<file path="src/design/cdli_pkg.sv">
`timescale 1ns / 1ps
`default_nettype none

package cdli_pkg;

  localparam int unsigned LOG_BYTES    = 4096;
  localparam int unsigned RECORD_BYTES = 8;
  localparam int unsigned ADDR_W       = $clog2(LOG_BYTES);

  localparam int unsigned LEVEL_W  = 16;
  localparam int unsigned FILT_W   = 24;
  localparam int unsigned ACC_W    = 28;
  localparam int unsigned MUL_W    = 29;
  localparam int unsigned PROD_W   = 2 * MUL_W;
  localparam int unsigned RECIP_SH = 32;

  // ceil(2^32 / 10): exact quotient for any dividend below 2^30
  localparam logic [MUL_W-1:0] RECIP_TEN = MUL_W'(429496730);

  localparam logic [LEVEL_W-1:0] TRIGGER_RESET = 16'd49152;
  localparam logic [LEVEL_W-1:0] RELEASE_RESET = 16'd19661;

  localparam int unsigned CFG_IDX_W = 2;
  typedef enum logic [CFG_IDX_W-1:0] {
    CFG_TRIGGER = 2'd0,
    CFG_RELEASE = 2'd1
  } cfg_idx_t;

  typedef struct packed {
    logic signed [15:0] accel_x;
    logic signed [15:0] accel_y;
    logic signed [15:0] accel_z;
    logic [31:0]        time_ms;
  } in_t;

  typedef struct packed {
    logic [FILT_W-1:0] filtered_level;
    logic              crash_event;
    logic [ADDR_W-1:0] record_address;
    logic [31:0]       record_time;
    logic              latched;
  } out_t;

  typedef enum logic [3:0] {
    ST_IDLE,
    ST_SQ_X,
    ST_SQ_Y,
    ST_SQ_Z,
    ST_SQ_SUM,
    ST_ROOT,
    ST_ROOT_WAIT,
    ST_MUL,
    ST_FINISH
  } state_t;

endpackage

`default_nettype wire

</file>
<file path="src/design/cdli_mult.sv">
`timescale 1ns / 1ps
`default_nettype none

module cdli_mult
  import cdli_pkg::*;
(
  input  wire logic              clk,
  input  wire logic [MUL_W-1:0]  a,
  input  wire logic [MUL_W-1:0]  b,
  output logic      [PROD_W-1:0] p
);

  always_ff @(posedge clk) begin
    p <= PROD_W'(a) * PROD_W'(b);
  end

endmodule

`default_nettype wire

</file>
<file path="src/design/cdli_sqrt.sv">
`timescale 1ns / 1ps
`default_nettype none

// Restoring square root, two radicand bits per cycle.
module cdli_sqrt
  import cdli_pkg::*;
(
  input  wire logic        clk,
  input  wire logic        rst,
  input  wire logic        start,
  input  wire logic [31:0] radicand,
  output logic             done,
  output logic [15:0]      root
);

  logic [31:0] rad;
  logic [16:0] rem;
  logic [3:0]  cnt;
  logic        busy;
  logic [18:0] rem_sh;
  logic [18:0] trial;
  logic        fits;

  always_comb begin
    rem_sh = {rem, rad[31:30]};
    trial  = {1'b0, root, 2'b01};
    fits   = rem_sh >= trial;
  end

  always_ff @(posedge clk) begin
    if (rst) begin
      busy <= 1'b0;
      done <= 1'b0;
    end else begin
      done <= busy && (cnt == 4'd15);
      if (start) begin
        busy <= 1'b1;
      end else if (busy && (cnt == 4'd15)) begin
        busy <= 1'b0;
      end
    end
  end

  always_ff @(posedge clk) begin
    if (start) begin
      rad  <= radicand;
      rem  <= '0;
      root <= '0;
      cnt  <= '0;
    end else if (busy) begin
      rad  <= {rad[29:0], 2'b00};
      rem  <= fits ? 17'(rem_sh - trial) : rem_sh[16:0];
      root <= {root[14:0], fits};
      cnt  <= cnt + 4'd1;
    end
  end

endmodule

`default_nettype wire

</file>
<file path="src/design/crash_detector_with_log_index.sv">
`timescale 1ns / 1ps
`default_nettype none

// Crash detector: per accelerometer word it squares the three axes on one
// shared multiplier, takes the truncated integer square root (two bits per
// cycle), low-pass filters it as (7*old + 3*new)/10 in Q16.8 (the
// divide by ten reuses the multiplier with a reciprocal), then applies the
// trigger/release hysteresis and hands out the log address of each new crash.
// The time per input word is set mostly by the square-root loop;
// in_stall is high while a word is in work. The result sits in an output
// register, so the next input word is taken while the last result waits.
// Config writes: index 0 trigger level, index 1 release level (counts).
module crash_detector_with_log_index
  import cdli_pkg::*;
(
  input  wire logic                 clk,
  input  wire logic                 rst,
  input  wire logic                 cfg_write,
  input  wire logic [CFG_IDX_W-1:0] cfg_index,
  input  wire logic [LEVEL_W-1:0]   cfg_data,
  input  wire logic                 in_valid,
  output logic                      in_stall,
  input  wire in_t                  in_data,
  output logic                      out_valid,
  input  wire logic                 out_stall,
  output out_t                      out_data
);

  state_t state;
  state_t state_next;

  logic [LEVEL_W-1:0] trigger_level;
  logic [LEVEL_W-1:0] release_level;
  logic [FILT_W-1:0]  filter_value;
  logic               crash_latch;
  logic [ADDR_W-1:0]  log_index;

  in_t                item;
  logic [31:0]        sum;
  logic [ACC_W-1:0]   acc;

  logic [MUL_W-1:0]   mul_a;
  logic [PROD_W-1:0]  prod;
  logic               root_start;
  logic               root_done;
  logic [15:0]        root;

  logic               take;
  logic               load_out;
  logic [FILT_W-1:0]  filt_new;
  logic               event_hit;
  logic               latch_new;
  logic [ADDR_W:0]    index_inc;

  function automatic logic [15:0] abs16(input logic signed [15:0] v);
    abs16 = v[15] ? 16'(~v + 16'd1) : 16'(v);
  endfunction

  assign take     = in_valid && !in_stall;
  assign load_out = (state == ST_FINISH) && (!out_valid || !out_stall);

  cdli_mult u_mult (
    .clk (clk),
    .a   (mul_a),
    .b   ((state == ST_MUL || state == ST_FINISH) ? RECIP_TEN : mul_a),
    .p   (prod)
  );

  cdli_sqrt u_sqrt (
    .clk      (clk),
    .rst      (rst),
    .start    (root_start),
    .radicand (sum),
    .done     (root_done),
    .root     (root)
  );

  always_ff @(posedge clk) begin
    if (rst) begin
      state <= ST_IDLE;
    end else begin
      state <= state_next;
    end
  end

  always_comb begin
    state_next = state;
    in_stall   = 1'b1;
    root_start = 1'b0;
    mul_a      = '0;
    case (state)
      ST_IDLE: begin
        in_stall = 1'b0;
        if (in_valid) begin
          state_next = ST_SQ_X;
        end
      end
      ST_SQ_X: begin
        mul_a      = MUL_W'(abs16(item.accel_x));
        state_next = ST_SQ_Y;
      end
      ST_SQ_Y: begin
        mul_a      = MUL_W'(abs16(item.accel_y));
        state_next = ST_SQ_Z;
      end
      ST_SQ_Z: begin
        mul_a      = MUL_W'(abs16(item.accel_z));
        state_next = ST_SQ_SUM;
      end
      ST_SQ_SUM: begin
        state_next = ST_ROOT;
      end
      ST_ROOT: begin
        root_start = 1'b1;
        state_next = ST_ROOT_WAIT;
      end
      ST_ROOT_WAIT: begin
        if (root_done) begin
          state_next = ST_MUL;
        end
      end
      ST_MUL, ST_FINISH: begin
        // hold the divide operands so the product stays put while stalled
        mul_a = MUL_W'(acc);
        if (state == ST_MUL) begin
          state_next = ST_FINISH;
        end else if (load_out) begin
          state_next = ST_IDLE;
        end
      end
      default: begin
        state_next = ST_IDLE;
      end
    endcase
  end

  // crash decision on the new filter level
  always_comb begin
    filt_new  = prod[RECIP_SH +: FILT_W];
    event_hit = (filt_new > {trigger_level, 8'h00}) && !crash_latch;
    latch_new = crash_latch || event_hit;
    if (filt_new < {release_level, 8'h00}) begin
      latch_new = 1'b0;
    end
    index_inc = (ADDR_W + 1)'(log_index) + (ADDR_W + 1)'(RECORD_BYTES);
  end

  always_ff @(posedge clk) begin
    if (rst) begin
      trigger_level <= TRIGGER_RESET;
      release_level <= RELEASE_RESET;
      filter_value  <= '0;
      crash_latch   <= 1'b0;
      log_index     <= '0;
      out_valid     <= 1'b0;
    end else begin
      if (cfg_write) begin
        case (cfg_index)
          CFG_TRIGGER: trigger_level <= cfg_data;
          CFG_RELEASE: release_level <= cfg_data;
          default: begin
          end
        endcase
      end
      if (load_out) begin
        out_valid    <= 1'b1;
        filter_value <= filt_new;
        crash_latch  <= latch_new;
        if (event_hit) begin
          // advance one record, drop back to the start at the log end
          if (index_inc >= (ADDR_W + 1)'(LOG_BYTES)) begin
            log_index <= '0;
          end else begin
            log_index <= index_inc[ADDR_W-1:0];
          end
        end
      end else if (out_valid && !out_stall) begin
        out_valid <= 1'b0;
      end
    end
  end

  always_ff @(posedge clk) begin
    if (take) begin
      item <= in_data;
    end
    case (state)
      ST_SQ_Y:   sum <= prod[31:0];
      ST_SQ_Z:   sum <= sum + prod[31:0];
      ST_SQ_SUM: sum <= sum + prod[31:0];
      default: begin
      end
    endcase
    if (state == ST_ROOT_WAIT && root_done) begin
      acc <= ACC_W'({filter_value, 3'b000}) - ACC_W'(filter_value)
           + ACC_W'({root, 8'h00}) + ACC_W'({root, 9'h000});
    end
    if (load_out) begin
      out_data.filtered_level <= filt_new;
      out_data.crash_event    <= event_hit;
      out_data.record_address <= event_hit ? log_index : '0;
      out_data.record_time    <= event_hit ? item.time_ms : '0;
      out_data.latched        <= latch_new;
    end
  end

endmodule

`default_nettype wire
</file>
<file path="config.mk">
export PLATFORM = sky130hd
export DESIGN_NAME = crash_detector_with_log_index
export DESIGN_NICKNAME = d
export VERILOG_FILES = /design/src/design/cdli_pkg.sv /design/src/design/cdli_mult.sv /design/src/design/cdli_sqrt.sv /design/src/design/crash_detector_with_log_index.sv
export SDC_FILE = /design/constraint.sdc
export NUM_CORES = 2
export LEC_CHECK = 0
export BUFFER_PORTS_ARGS = -buffer_cell sky130_fd_sc_hd__buf_2
export CAP_MARGIN = 20
export CORE_MARGIN = 2
export CORE_UTILIZATION = 58
export CTS_CLUSTER_DIAMETER = 60
export DETAILED_ROUTE_END_ITERATION = 12
export PLACE_DENSITY_LB_ADDON = 0.3
export SETUP_SLACK_MARGIN = 0.3
export SYNTH_ARGS = -nofsm -noshare
export SYNTH_HDL_FRONTEND = slang
export SYNTH_SLANG_ARGS = --single-unit
</file>
<file path="constraint.sdc">
create_clock -name clk -period 8.67 [get_ports clk]
set_input_delay 1.3005 -clock clk [delete_from_list [all_inputs] [get_ports clk]]
set_output_delay 1.3005 -clock clk [all_outputs]
set_load 0.1 [all_outputs]
</file>
Word-level counts from Yosys, hierarchy flattened
Index checks and enable logic that the tools add are counted.
Widths: inputs -> output; s select.

cells by class
  add/sub/neg operators = 10
  multipliers = 1
  $lt $le $gt $ge = 4
  equality and inequality tests = 13
  multiplexer cells = 22
  bitwise logic cells = 3
  reductions and logical operators = 24

operators by type and width
  cell                   count
  $pmux 28 s4            1
  $mux 32                2
  $pmux 32 s2            1
  $mul 28x29->56         1
  $add 16x1->16 const B  3
  $mux 16                3
  $not 16->16            3
  $add 32x32->32         1
  $pmux 4 s8             1
  $mux 29                1
  $add 28x24->28         1
  $add 28x25->28         1
  $sub 27x24->28         1
  $gt 24x24->1           1
  $lt 24x24->1           1
  $ge 19x18->1           1
  $mux 17                1
  $sub 17x17->17         1
  $eq 4x3->1 const B     4
  $mux 4                 4
  $add 12x4->13 const B  1
  $ge 13x13->1 const B   1
  $mux 12                1
  $eq 4x2->1 const B     2
  17 further kinds       39

word-level totals
  bits in registers = 411

Depth between registers and ports, before layout
  word-level depth = 6
  gate-level depth with buffers = 37
  gate-level depth less buffers = 35

Cells and area by module
Synthesis repeated with hierarchy kept, for this count alone.

unflattened totals
  cells, all modules = 5149
  area total of the unflattened synthesis = 48850.6 um2

modules (own cells, without submodules)
  module                         times used  cells an instance  area each (um2)  sequential area each (um2)
  cdli_mult                      1           3264               29281.8          1161.1
  crash_detector_with_log_index  1           1499               15615.0          7637.3
  cdli_sqrt                      1           386                3953.8           1741.7

Worst setup path before layout
No wires, ideal clock.

  path type = reg2reg
  start = register item[48] (netlist name)
  end = register u_mult.p[42]
  data arrival time = 8354 ps
  required time = 8598 ps
  path slack = 244 ps
  stages on the path, launching flop included = 36
  period minus slack after synthesis = 8426 ps
  cells stage by stage = edfxtp_1 -> inv_1 -> ha_1 -> nand2b_1 -> or4_1 -> or3b_1 -> o21ai_0 -> xor2_1 -> o22ai_1 -> nor2_2 -> inv_2 -> nor2_2 -> buf_4 -> nor2_1 -> fa_1 -> inv_1 -> fa_1 -> inv_1 -> fa_1 -> fa_1 -> fa_1 -> fa_1 -> inv_1 -> fa_1 -> inv_1 -> ha_1 -> clkbuf_1 -> a21o_1 -> a21o_1 -> a221oi_1 -> o21ai_0 -> a31o_2 -> and2_1 -> a21o_1 -> a41oi_1 -> xnor2_1

between the ends
  longest elaborated chain between the ends = 6

ends and longest elaborated chain
  what                      RTL line                              RTL
  start: declaration        crash_detector_with_log_index.sv:38   in_t item;
  start signal: assignment  crash_detector_with_log_index.sv:185  item <= in_data;
  $not 16->16               crash_detector_with_log_index.sv:56   abs16 = v[15] ? 16'(~v + 16'd1) : 16'(v);
  $add 16x1->16             crash_detector_with_log_index.sv:56
  $mux 16 (*)               crash_detector_with_log_index.sv:56
  $pmux 28 s4 (*)           crash_detector_with_log_index.sv:91   case (state)
  $mux 29                   crash_detector_with_log_index.sv:65   .b ((state == ST_MUL || state == ST_FINISH) ? RECIP_TEN : mul_a),
  $mul 28x29->56 (*)        cdli_mult.sv:14                       p <= PROD_W'(a) * PROD_W'(b);
  end signal: assignment    cdli_mult.sv:14
  end: declaration          cdli_mult.sv:10                       output logic [PROD_W-1:0] p

Every way passes the cells marked *; elsewhere a longest branch is shown, timed or not.
A chain may end at the register's enable or synchronous reset.

Worst setup path in the final report
  start = register item[49] (netlist name)
  end = register u_mult.p[49]

Same word-level chain as after synthesis.

==> impl_metrics.py <==
metrics = {
    "outcome": {
        "outcome": "finished clean",
    },
    "worst_setup_path": {
        "critPathLaunchType": "flop",
        "required_ns": 9.18,
        "r2r-start": "item[49]$_DFFE_PP_",
        "crit_path_max_fanout": 6,
        "critical_path.top_delay_family": "adder cells",
        "reg2reg_depth": 34,
        "cp-startpoint": "item[49]$_DFFE_PP_",
        "critPathCaptureType": "flop",
        "cp_data_arrival_time_ns": 9.04,
        "cp.depth": 34,
        "critical_path_class": "flop to flop",
        "crit_top_cell": "fa_1",
        "rrSetupSlack_ns": 0.14,
        "crit_path_top_delay_cell": "fa_1",
        "crit_buf_inv": 7,
        "rr_endpoint": "u_mult.p[49]$_DFF_P_",
        "cpPeakStageDelay_ns": 0.59,
    },
    "global_routing": {
        "grt_pass1_vias": 34300,
        "grt_overflow": 0,
        "grt.total_usage_pct": 29.7,
        "grt_pass1_wl_um": 179000,
        "grt_max_degree": 81,
        "antenna_found_initial": 4,
    },
    "routing": {
        "avgRoutedWirePerCell_um": 18.4,
        "first_pass_iters": 9,
        "num_vias": 31800,
        "drt_iter0_drc": 2372,
        "post_drt_via_cell_ratio": 5.31,
        "drtAntennaViolNets": 0,
        "finalWirelength_um": 111000,
        "drc": 0,
    },
    "logic_synthesis": {
        "synth_area_leaders": "fa_1, edfxtp_1, ha_1",
        "netlist_instances": 4434,
        "syn_area_um2": 43600,
        "ys_ff_latch": 405,
        "synth.largest_area_cell": "fa_1",
        "synth_top_area_share_pct": 33.4,
        "synth_edf_count": 239,
        "ys_seq_area_share_pct": 24.1,
        "ys_warn_count": 0,
        "synth_ff_type": "edfxtp_1",
        "synthArstFlopShare_pct": 0,
        "ys_types": 86,
        "synth_area_per_cell_um2": 9.84,
    },
    "final_layout": {
        "areaGrowthSynthToFinish_pct": 14.9,
        "regArea_um2": 10500,
        "drive_above_1_share_pct": 12.1,
        "fin_nets": 6157,
        "fin_cells": 6003,
        "design_area_um2": 50100,
        "fill_cells": 5650,
        "multi_input_area_um2": 30400,
    },
    "worst_hold_path": {
        "min_path_cells": 2,
        "hold_path_class": "flop to flop",
        "hold_start": "filter_value[6]$_SDFFE_PP0P_",
        "worstHoldEndpoint": "filter_value[6]$_SDFFE_PP0P_",
    },
    "placement": {
        "pre_cts_ws_ns": -0.215,
        "dp.cells": 5881,
        "dp_hpwl_um": 90100,
        "place_congestion": 0.975,
        "place_area_um2": 47500,
        "port_buffers": 171,
    },
    "die": {
        "fp.dieH_um": 278,
        "pin_count": 175,
        "coreArea_um2": 74400,
        "rows": 100,
        "chipWidth_um": 278,
        "die-area_um2": 77400,
        "initial_utilization_pct": 58.6,
    },
    "clock_tree": {
        "clock_sink_count": 405,
        "clockBufferDepth": 3,
        "path_clk_slew_ns": 0.06,
        "clk_latency_ns": 0.62,
        "htreeDepth": 2,
        "cts_buffers": 47,
        "cts_tree": "built",
        "postCtsHoldBufs": 0,
        "clock_tree.root_cell": "clkbuf_16",
    },
    "pwr": {
        "p_sw_share_pct": 47.7,
        "switchingPower_mw": 10.3,
        "leakage_nw": 24.8,
        "p_clk_share_pct": 10.4,
        "p_comb_share_pct": 76.4,
        "seqPwrFrac_pct": 13.2,
        "vdd_drop_max_mv": 0.836,
        "p_int_mw": 11.3,
        "power_density_nw_per_um2": 431,
    },
    "timing": {
        "fin_crit_sh_pct": 98.4,
        "worst_pin_slew_ns": 1.08,
        "maxSlewHeadroom_pct": 27.3,
        "fin_crit_ns": 8.53,
        "setup_tns_ns": 0,
        "final.setup_skew_ns": 0.0245,
        "final-hold-violation-count": 0,
        "max_freq_mhz": 117,
        "setup_viol": 0,
        "rsz0062_at_grt": "true",
        "fin_ws_ns": 0.135,
        "drv_slew": 0,
    },
    "flow_run": {
        "cap_violations": 0,
    },
}
==> cells in the final DEF, fill, tap and decap left out, types with 18 or more instances in the layout <==
master     instances
a21o_1            74
a21oi_1          180
and2_1            62
and3_1            22
buf_2            171
buf_4            171
clkbuf_16         48
conb_1           268
dfxtp_1          165
edfxtp_1         239
fa_1             710
ha_1             322
inv_1            999
inv_2             21
mux2i_1           27
nand2_1          474
nand2b_1          25
nand3_1           39
nand4_1           18
nor2_1           272
nor2b_1           26
nor3_1            28
o21ai_0          105
xnor2_1           63
xor2_1            82
==> cells by family (layout without fill, tap and decap cells) <==
kind of cell             count (synthesis)  after routing  share of synthesized area, %
buffers and inverters                 1143           1475                          9.92
AND/OR/NAND/NOR                       1068           1069                          11.0
adder cells (fa/ha/maj)               1060           1060                          42.9
AO/OA/AOI/OAI                          574            574                          8.37
flip-flops                             405            405                          24.1
XOR/XNOR                               152            152                          3.05
multiplexers                            30             30                         0.697
other                                    2            269                        0.0172
==> area by class of cell <==
| type | count | area share [%] |
|---|---|---|
| Antenna cell | 1 | 0.00499 |
| Clock inverter | 36 | 1.08 |
| Tap cell | 969 | 2.42 |
| Sequential cell | 405 | 20.9 |
| Multi-Input combinational cell | 3153 | 60.6 |
| Inverter | 1025 | 7.68 |
| Clock buffer | 52 | 2.43 |
| Timing Repair Buffer | 362 | 4.80 |
==> state kept, by name (all words and copies together) (netlist names), 16 cells and up <==
| name | count |
|---|---|
| acc | 28 |
| filter_value | 24 |
| item | 80 |
| out_data | 67 |
| release_level | 16 |
| sum | 32 |
| trigger_level | 16 |
| u_mult.p | 56 |
| u_sqrt.rad | 32 |
| u_sqrt.rem | 17 |
| u_sqrt.root | 16 |
==> worst min-delay path, delay by kind of cell (launching register included) <==
kind             cells  cell delay (ns)
AND/OR/NAND/NOR      1             0.05
AO/OA/AOI/OAI        1             0.05
flip-flops           1             0.31
==> layer usage <==
layer	global-route usage, %	part of all wire (%)	vias up	wire, µm
met1	38.7	40	15800	44200
met5	0	0.0090	-	10
li1	-	-	14700	-
met3	6.04	8.6	211	9530
met2	50.3	48	1141	53100
met4	9.24	3.4	2	3740
==> repair_timing <==
action	CTS	global route
cloned	1	1
setup endpoints to repair	30	36
gates resized for setup	81	85
setup buffers	17	13
pin swaps	65	63
==> cells in the mapped netlist (all sizes together) (63+ instances only) <==
master	instances
inv	1022
xor2	84
a21o	74
o21ai	123
nand2	481
nor2	287
a21oi	190
and2	63
ha	333
clkbuf	101
xnor2	68
edfxtp	239
dfxtp	166
fa	727
==> power groups by stage <==
stage | clock network, mW | logic [mW] | registers [mW]
finish | 2.25 | 16.5 | 2.86
global route | 2.36 | 18.2 | 2.88
CTS | 2.29 | 14.9 | 2.85
detailed placement | 0 | 13.9 | 2.88
global placement | 0 | 13.7 | 2.88
floorplan | 0 | 9.55 | 2.72
==> metrics by stage <==
stage          utilization, %  power (mW)  hold WS (ns)
2_1_floorplan               -        12.3         0.421
3_3_place_gp             63.8        16.6         0.442
3_5_place_dp             63.8        16.8         0.447
4_1_cts                  66.7        20.0         0.455
5_1_grt                  67.3        23.4         0.476
6_report                 67.3        21.6         0.453
==> worst max path at each step <==
| stage | endpoint | slack (ns) |
|---|---|---|
| 4_1_cts | u_mult.p[41]$_DFF_P_ | 0.21 |
| 2_1_floorplan | u_mult.p[42]$_DFF_P_ | 0.32 |
| 5_1_grt | u_mult.p[42]$_DFF_P_ | -0.16 |
| 3_3_place_gp | u_mult.p[49]$_DFF_P_ | -0.05 |
| 3_5_place_dp | u_mult.p[53]$_DFF_P_ | -0.22 |
| 6_report | u_mult.p[49]$_DFF_P_ | 0.14 |
No activity file was read; power rests on OpenSTA's default activity.
